[src/lpht_pkg.sv]
`timescale 1ns / 1ps
// ----------------------------------------------------------------------------
// lpht_pkg: shared types and constants
// Operation codes, slot states, result status codes and sequencer states.
// ----------------------------------------------------------------------------
package lpht_pkg;
	localparam int KEY_W   = 64;
	localparam int KLEN_W  = 4;
	localparam int VOUT_W  = 32;
	localparam int FUNC_W  = 3;
	localparam int STAT_W  = 2;
	localparam int SLOT_W  = 5;
	localparam int CNT_W   = 6;
	localparam int LOAD_W  = 4;
	localparam int THR_W   = 4;
	localparam logic [THR_W-1:0] THR_RESET = 4'd6;
	localparam logic [THR_W-1:0] THR_MIN   = 4'd1;
	localparam logic [THR_W-1:0] THR_MAX   = 4'd10;

	typedef enum logic [FUNC_W-1:0] {
		FN_EXISTS = 3'd0,
		FN_GET    = 3'd1,
		FN_INSERT = 3'd2,
		FN_SET    = 3'd3,
		FN_DELETE = 3'd4
	} func_t;

	typedef enum logic [1:0] {
		SL_EMPTY = 2'd0,
		SL_USED  = 2'd1,
		SL_TOMB  = 2'd2
	} slot_state_t;

	typedef enum logic [STAT_W-1:0] {
		RS_OK     = 2'd0,
		RS_NOTFND = 2'd1,
		RS_EXISTS = 2'd2,
		RS_FULL   = 2'd3
	} rstat_t;

	typedef enum logic [2:0] {
		ST_IDLE,
		ST_HASH,
		ST_FIND,
		ST_FREE,
		ST_LOAD,
		ST_OUT
	} seq_state_t;
endpackage

[src/lpht_hash.sv]
`timescale 1ns / 1ps
// ----------------------------------------------------------------------------
// lpht_hash: byte-serial djb2-style hash with a zero seed
// One key byte per cycle: h = h*33 + byte, 64-bit wrap.
// ----------------------------------------------------------------------------
module lpht_hash #(
	parameter int KEY_BYTES = 8
) (
	input  logic                 clk,
	input  logic                 arst_n,
	input  logic                 start,
	input  logic [63:0]          key_bytes,
	input  logic [3:0]           key_length,
	output logic                 done,
	output logic [63:0]          hash,
	output logic [63:0]          key,
	output logic [3:0]           len
);
	import lpht_pkg::*;

	logic [63:0] hash_q, key_q, raw_q;
	logic [3:0]  len_q, idx_q;
	logic        busy_q;
	logic [3:0]  len_sat;
	logic [7:0]  b;

	assign len_sat = (key_length > 4'(KEY_BYTES)) ? 4'(KEY_BYTES) : key_length;
	assign b = raw_q[7:0];

	always_ff @(posedge clk or negedge arst_n) begin
		if (!arst_n) begin
			busy_q <= 1'b0;
		end else if (start) begin
			busy_q <= 1'b1;
		end else if (busy_q && idx_q == len_q) begin
			busy_q <= 1'b0;
		end
	end

	always_ff @(posedge clk) begin
		if (start) begin
			hash_q <= '0;
			key_q  <= '0;
			raw_q  <= key_bytes;
			len_q  <= len_sat;
			idx_q  <= '0;
		end else if (busy_q && idx_q != len_q) begin
			hash_q <= (hash_q << 5) + hash_q + 64'(b);
			key_q  <= key_q | (64'(b) << {idx_q[2:0], 3'b000});
			raw_q  <= raw_q >> 8;
			idx_q  <= idx_q + 4'd1;
		end
	end

	assign done = busy_q && idx_q == len_q;
	assign hash = hash_q;
	assign key  = key_q;
	assign len  = len_q;
endmodule

[config.mk]
export PLATFORM = sky130hd
export DESIGN_NAME = lpht_hash
export DESIGN_NICKNAME = d
export VERILOG_FILES = /design/src/lpht_pkg.sv /design/src/lpht_hash.sv
export SDC_FILE = /design/constraint.sdc
export NUM_CORES = 1
export LEC_CHECK = 0
export BUFFER_PORTS_ARGS = -buffer_cell sky130_fd_sc_hd__buf_2
export CORE_MARGIN = 2
export CORE_UTILIZATION = 60
export CTS_CLUSTER_DIAMETER = 120
export DETAILED_ROUTE_END_ITERATION = 8
export GPL_TIMING_DRIVEN = 0
export PLACE_DENSITY = 0.86
export SYNTH_ARGS = -nofsm -noshare
export SYNTH_HDL_FRONTEND = slang
export SYNTH_SLANG_ARGS = --single-unit
[constraint.sdc]
create_clock -name clk -period 6.25 [get_ports clk]
set_clock_uncertainty 0.2 [all_clocks]
set_input_delay 0.3125 -clock clk [delete_from_list [all_inputs] [get_ports clk]]
set_output_delay 0.3125 -clock clk [all_outputs]
set_load 0.005 [all_outputs]
# [After elaboration in Yosys (flattened, before gate mapping)]
# Index checks and enable logic that the tools add are counted.
[totals] out_inout_bits=133 register_bits=201 input_bits=71
[classes] shifts=1 mux=4 n_lt_le_gt_ge=1 bitwise=1 n_reduce_logical=4 eq_ne=2 addsub=3
[op_table] op="two-way mux 64 bit" n=2
[op_table] op="adder 64 bit" n=1
[op_table] op="adder 64 x 8 -> 64 bit" n=1
[op_table] op="OR 64 bit" n=1
[op_table] op="left shift 8 x 6 -> 64 bit" n=1
[op_table] op="adder 4 x 1 -> 4 bit (second input constant)" n=1
[op_table] op="== test 4 bit" n=1
[op_table] op="> comparator 4 bit (second input constant)" n=1
[op_table] op="inequality test 4 bit" n=1
[op_table] op="nonzero test 2 bit" n=2
[op_table] op="logical AND 1 bit" n=2
[op_table] op="two-way mux 1 bit" n=2

# [Depth between registers and ports, before layout]
# Gate-level depths: netlist of the first run.
[depth] depth_word=4 mapped_depth=16

# [Worst setup path after synthesis of the first run]
# OpenSTA, ideal clock, no wires.
[synth_timing] path_kind="reg2reg" startpoint="register raw_q[5]" endpoint="register hash_q[54] (netlist: hash[54])" required_time_ns=5.988 path_buffers=1 slack_ns=2.597 period_less_slack_ns=3.653 stages_incl_launch_ff=16 arrival_ns=3.391 cell_sequence="edfxtp_1 > clkbuf_1 > inv_1 > fa_1 > inv_1 > ha_1 > a21oi_1 > o21ai_0 > a21bo_2 > a41oi_2 > o21ai_2 > a21boi_4 > o31ai_2 > or4_4 > a2111o_1 > nand3_1"
[synth_between] elab_chain_cells=1
[synth_lines] element="from (decl)" line="lpht_hash.sv:21" rtl="logic [63:0] hash_q, key_q, raw_q;"
[synth_lines] element="from (signal assigned)" line="lpht_hash.sv:44" rtl="raw_q <= key_bytes;"
[synth_lines] element="from (signal assigned)" line="lpht_hash.sv:50" rtl="raw_q <= raw_q >> 8;"
[synth_lines] element="adder 64 x 8 -> 64 bit" line="lpht_hash.sv:48" rtl="hash_q <= (hash_q << 5) + hash_q + 64'(b);"
[synth_lines] element="to (signal assigned)" line="lpht_hash.sv:48"
[synth_lines] element="to (decl)" line="lpht_hash.sv:21"
# No other way between the ends.
# A chain may end at the register's enable or synchronous reset.

# [Final worst setup path of the first run]
[layout_timing] startpoint="register raw_q[5]" endpoint="register hash_q[61] (netlist: hash[61])"
# Same word-level chain as after synthesis.

==> flow_summary.ini, run 1 <==
[status]
status = finished clean

[route]
drt_iter0_drc = 768
vias = 10702
drc = 0
drtAntennaViolNets = 0
wl_per_cell_um = 19.89
dr.pass1.iters = 5
viasPerCell = 6.046
wl_mm = 35.21

[logic_synthesis]
synth_top_area_cell = dfxtp_1
ys_top_cells_by_area = dfxtp_1 23%, edfxtp_1 18%, ha_1 13%
ys_warn_count = 0
syn_area_um2 = 11500
synth_top_area_share_pct = 22.97
yosysMostFrequentCell = a21oi_1
ys_ff_latch = 201
synthCells = 1217
yosys.cell_types.count = 69
synthTopCellsByCount = 179 x a21oi_1, 132 x dfxtp_1, 129 x nand2_1, 123 x ha_1, 110 x nor2_1
synth.avg_cell_area_um2 = 9.452
synth-edff-count = 68
ys_seq_area_share_pct = 40.94
synthArstFlopShare_pct = 0.4975
synth_ff_type = dfxtp_1
synth_nets = 1415

[run]
cap_viol_max_count = 0

[clock_network]
clk_pin_slew_worst_paths_ps = 70
cts_sinks = 201
cts.htree.levels = 1
cts_root_buffer = clkbuf_16
cts_tree = built
clk_path_buf_depth = 3
clock_latency_ps = 510
post-cts-setup-buffer-count = 0
cts_buffers = 22

[placed_design]
port_buffers = 203
dp_slack_ps = 1823
place_congestion = 0.9290
hpwl_mm = 23.19

[floorplan]
initial_utilization_pct = 61.29
die_area_um2 = 20300
io_pins = 204
row_count = 50
die_x_um = 142.5
core_um2 = 18770
die_h_um = 142.5

[critical_path]
crit_fanout = 9
reg2reg_from = raw_q[5]
cp_data_arrival_time_ps = 4810
required_ps = 6460
startpoint_type = flip-flop
cp-end-kind = flip-flop
critPathKind = reg2reg
startpoint = raw_q[5]

[timing]
min_period_over_period_pct = 73.63
setup_tns_ps = 0
max_freq_mhz = 217.3
hold_viol = 0
relSlewSlack_pct = 18.68
rsz0062_at_grt = false
worst_pin_slew_ps = 1209
slew_viol_final = 0
period_minus_slack_ps = 4602
hold-worst-slack_ps = 260.2
setup_violations = 0
setup_slack_ps = 1648

[layout]
final_nets = 1717
multi_input_area_um2 = 6445
ff_latch_area_um2 = 4710
syn_to_final_growth_pct = 24.42
fillers = 1271
layout-drive-gt1-share_pct = 20.46

[power_and_ir_drop]
vdd_drop_max_uv = 327.2
power.density_nw_per_um2 = 427.3
p_leak_nw = 6.778

[global_routing]
grt_use_total_pct = 34.37
met1_usage_pct = 41.39
antenna_found_initial = 1
use_met3_pct = 5.787
grt.overflow.total = 0
busiest_layer = met2
grt_max_degree = 37
grt_util_met2_pct = 59.21
grt_first_pass_wirelength_mm = 55.55
grt_pass1_vias = 10756

[worst_hold_path]
min_path_type = reg2reg
hold_start = key[11]
[worst max-delay path, stage by stage (launching register included)]
cell      delay, ps
edfxtp_1        340
clkbuf_1        500
inv_1           130
fa_1            500
inv_1            50
ha_1            320
o21ai_0         110
o21ai_0         310
nand3_1         150
a21oi_1         270
nor4b_2         120
o41ai_2         440
a221oi_2        190
nor4_1          380
o21ai_1         140
xnor2_1         140
a22o_1          200
[final timing paths]
| check | to | slack (ps) | cells past startpoint |
|---|---|---|---|
| setup reg to reg | hash[61] | 1650 | 16 |
| max in group asynchronous | busy_q | 5270 | 3 |
| min in group asynchronous | busy_q | 480 | 3 |
| setup / recovery | hash[61] | 1650 | 16 |
| hold / removal | key[11] | 260 | 2 |
| hold reg to reg | key[11] | 260 | 2 |
[cell families (layout without fill, tap and decap cells)]
group / count (synthesis) / after routing / synth area share, %
AO/OA/AOI/OAI: 336 / 336 / 18.12
XOR/XNOR: 62 / 62 / 4.720
adder cells (fa/ha/maj): 127 / 127 / 14.07
buffers and inverters: 90 / 408 / 3.035
flip-flops: 201 / 201 / 40.94
multiplexers: 58 / 58 / 5.667
other: 0 / 1 / 0
AND/OR/NAND/NOR: 343 / 343 / 13.44
[power breakdown]
part	total [W]	internal, W	switching (W)
Combinational	0.00271	0.00110	0.00160
Sequential	0.00204	0.00171	0.000332
Clock	0.00137	0.000800	0.000566
Total	0.00612	0.00361	0.00250
[metrics by stage]
| step | cells | utilization (%) | instance area (um2) | total power, W |
|---|---|---|---|---|
| final | 1770 | 76.26 | 14310 | 0.006116 |
| after global routing | 1770 | 76.26 | 14310 | 0.006497 |
| after CTS | 1768 | 76.22 | 14310 | 0.005991 |
| after detailed placement | 1655 | 68.37 | 12830 | 0.004592 |
| after global placement | 1654 | 68.27 | 12810 | 0.004496 |
| after floorplan | 1217 | - | 11500 | 0.003777 |
[layout make-up]
class / instances / area share (%)
diodes: 1 / 0.01748
flip-flops and latches: 201 / 32.90
clock inverters: 13 / 1.058
plain buffers: 69 / 1.888
repair buffers: 278 / 12.38
well taps: 234 / 2.046
multi-input cells: 926 / 45.03
inverters: 21 / 0.5507
clock buffers: 27 / 4.126
[routing by layer]
layer | part of all wire, % | up-vias
met5 | 0 | -
met4 | 5.8 | 0
met3 | 6.8 | 146
met2 | 48 | 502
met1 | 39 | 5039
li1 | - | 5015
[cells in the final DEF, fill, tap and decap left out, drive strengths merged, types with 17 or more instances in the layout]
master,synthesis,routed
a21o,34,34
a21oi,180,180
a22o,18,18
buf,18,222
clkbuf,51,79
dfxtp,132,132
dlygate4sd3,0,73
edfxtp,68,68
ha,123,123
inv,21,21
mux2,57,57
nand2,129,129
nand3,17,17
nor2,110,110
o21ai,41,41
xnor2,38,38
xor2,24,24
[state kept, by name, indices dropped and copies added, names as in the netlist]
signal  flops
hash       64
key        64
raw_q      64
idx_q       4
len         4
busy_q      1
[what timing repair did]
action / CTS / global route
resized for setup: 0 / 0
hold buffers: 73 / 0
endpoints found under the hold margin: 73 / 0
No activity file was read; power rests on OpenSTA's default activity.
==> inputs of run 2 (changes only) <==
CORE_UTILIZATION = 51   (was 60)
PLACE_DENSITY = 0.78   (was 0.86)
clock period = 3.7 ns   (was 6.25 ns; I/O delays follow)
==> flow_summary.ini, run 2 (synthesized netlist as in run 1, its figures left out) <==
[route]
viasPerCell = 5.705
drc = 0
drt_iter0_drc = 700
dr.pass1.iters = 5
vias = 10458
wl_per_cell_um = 18.56
wl_mm = 34.02
drtAntennaViolNets = 0

[critical_path]
critPathKind = reg2reg
required_ps = 3940
cp_num_cells = 14
startpoint = raw_q[1]
startpoint_type = flip-flop
path_buf_inv = 0
cpMaxStageDelayCell = a221o_1
worst_path_largest_cell_delay_ps = 430
reg2regPathDepth = 14
cp_data_arrival_time_ps = 4010
critical_path.top_delay_family = compound AO/OA/AOI/OAI gates
crit_fanout = 3
reg2reg_from = raw_q[1]
cp_cell_sequence = ha_1 > ha_2 > fa_2 > a211oi_4 > o21ai_2 > nand3_2 > nand2_1 > o211ai_1 > nor4_2 > a221o_1 > a21oi_2 > o211a_1 > mux2_2 > nand4_1
cp-end-kind = flip-flop

[placed_design]
place_congestion = 0.9129
hpwl_mm = 23.39
dp_slack_ps = -703.1
port_buffers = 203

[power_and_ir_drop]
combPwrFrac_pct = 46.6
p_sw_share_pct = 40.07
clockPowerShare_pct = 21.2
vdd_drop_max_uv = 458.1
internal_power_w = 0.006427
power_switching_w = 0.004298
p_leak_nw = 6.997
power.share.sequential_pct = 32.2
power.density_nw_per_um2 = 711.9

[layout]
fillers = 1684
layout-drive-gt1-share_pct = 27.62
syn_to_final_growth_pct = 30.95
diodes = 0
layout_common_cells = 203 x buf_2, 163 x a21oi_1, 126 x nand2_1
final_nets = 1735
final_common_cell = buf_2

[global_routing]
grt.overflow.total = 0
grt_use_total_pct = 27.42
grt_max_degree = 40
grt_pass1_vias = 10331
grt_first_pass_wirelength_mm = 53.01
antenna_found_initial = 0

[status]
violations = setup timing
status = finished, violations left

[floorplan]
die_x_um = 154.2
die_h_um = 154.2
io_pins = 204
core_um2 = 21960
row_count = 54
initial_utilization_pct = 52.39
die_area_um2 = 23770

[timing]
setup_slack_ps = -73.70
max_freq_mhz = 265.0
setup_tns_ps = -264.4
rsz0062_at_grt = true
worst_pin_slew_ps = 1309
slew_viol_final = 0
period_minus_slack_ps = 3774
setup_violations = 6
hold_viol = 0
min_period_over_period_pct = 102.0
relSlewSlack_pct = 11.47

[worst_hold_path]
hold_depth = 2
min_path_type = reg2reg
hold_start = key[54]

[clock_network]
cts.htree.levels = 1
cts_root_buffer = clkbuf_16
cts_sinks = 201
cts_buffers = 23
clk_path_buf_depth = 3
cts_tree = built
clock_latency_ps = 510
clk_pin_slew_worst_paths_ps = 60

[run]
cap_viol_max_count = 0
-- run 2: worst reg2reg max path: stages (launching register included) --
cell and delay [ps]:
edfxtp_1 400, ha_1 300, ha_2 200, fa_2 370, a211oi_4 250, o21ai_2 100, nand3_2 90, nand2_1 70
o211ai_1 310, nor4_2 110, a221o_1 430, a21oi_2 230, o211a_1 240, mux2_2 340, nand4_1 70
-- run 2: metal layers --
| metal | global-route usage (%) | vias up | part of all wire, % |
|---|---|---|---|
| met1 | 34.94 | 4971 | 42 |
| met4 | 8.189 | 0 | 2.8 |
| met3 | 3.727 | 64 | 6.1 |
| met5 | 0 | - | 0 |
| li1 | - | 5050 | - |
| met2 | 48.54 | 373 | 49 |
-- run 2: path summary, 6_finish.rpt --
path,slack [ps],to
worst max-delay path,-70,hash[63]
min in group asynchronous,370,busy_q
max in group asynchronous,2820,busy_q
worst max register to register,-70,hash[63]
worst min register to register,260,key[54]
worst min-delay path,260,key[54]
-- run 2: area by class of cell --
type	instances	area [um2]	area share (%)
plain buffers	63	249.0	1.653
clock buffers	27	590.6	3.920
clock inverters	14	155.1	1.030
inverters	21	78.83	0.5233
multi-input cells	926	6947	46.11
flip-flops and latches	201	4742	31.48
well taps	280	350.3	2.326
repair buffers	301	1952	12.96
-- run 2: power groups by stage --
stage               combinational (W)  clock, W  sequential, W
CTS                           0.00468   0.00231        0.00342
global route                  0.00552   0.00240        0.00351
finish                        0.00500   0.00228        0.00345
global placement              0.00420         0        0.00343
detailed placement            0.00433         0        0.00344
floorplan                     0.00308         0        0.00330
-- run 2: what timing repair did --
action	4_1_cts	5_1_grt
pin swaps	30	22
cloned	0	0
hold buffers	72	0
endpoints found under the setup margin	39	63
resized for setup	69	60
endpoints found under the hold margin	73	0
buffers inserted	19	6
-- run 2: metrics by stage --
stage / hold slack (ps) / instance area (um2) / power [W] / utilization, % / cells
2_1_floorplan: -310.6 / 11500 / 0.006380 / - / 1217
3_3_place_gp: -238.8 / 12870 / 0.007632 / 58.61 / 1700
6_report: 262.9 / 15060 / 0.01072 / 68.60 / 1833
5_1_grt: 287.1 / 15060 / 0.01143 / 68.60 / 1833
4_1_cts: 266.1 / 14740 / 0.01041 / 67.12 / 1827
3_5_place_dp: -234.9 / 12890 / 0.007771 / 58.70 / 1701
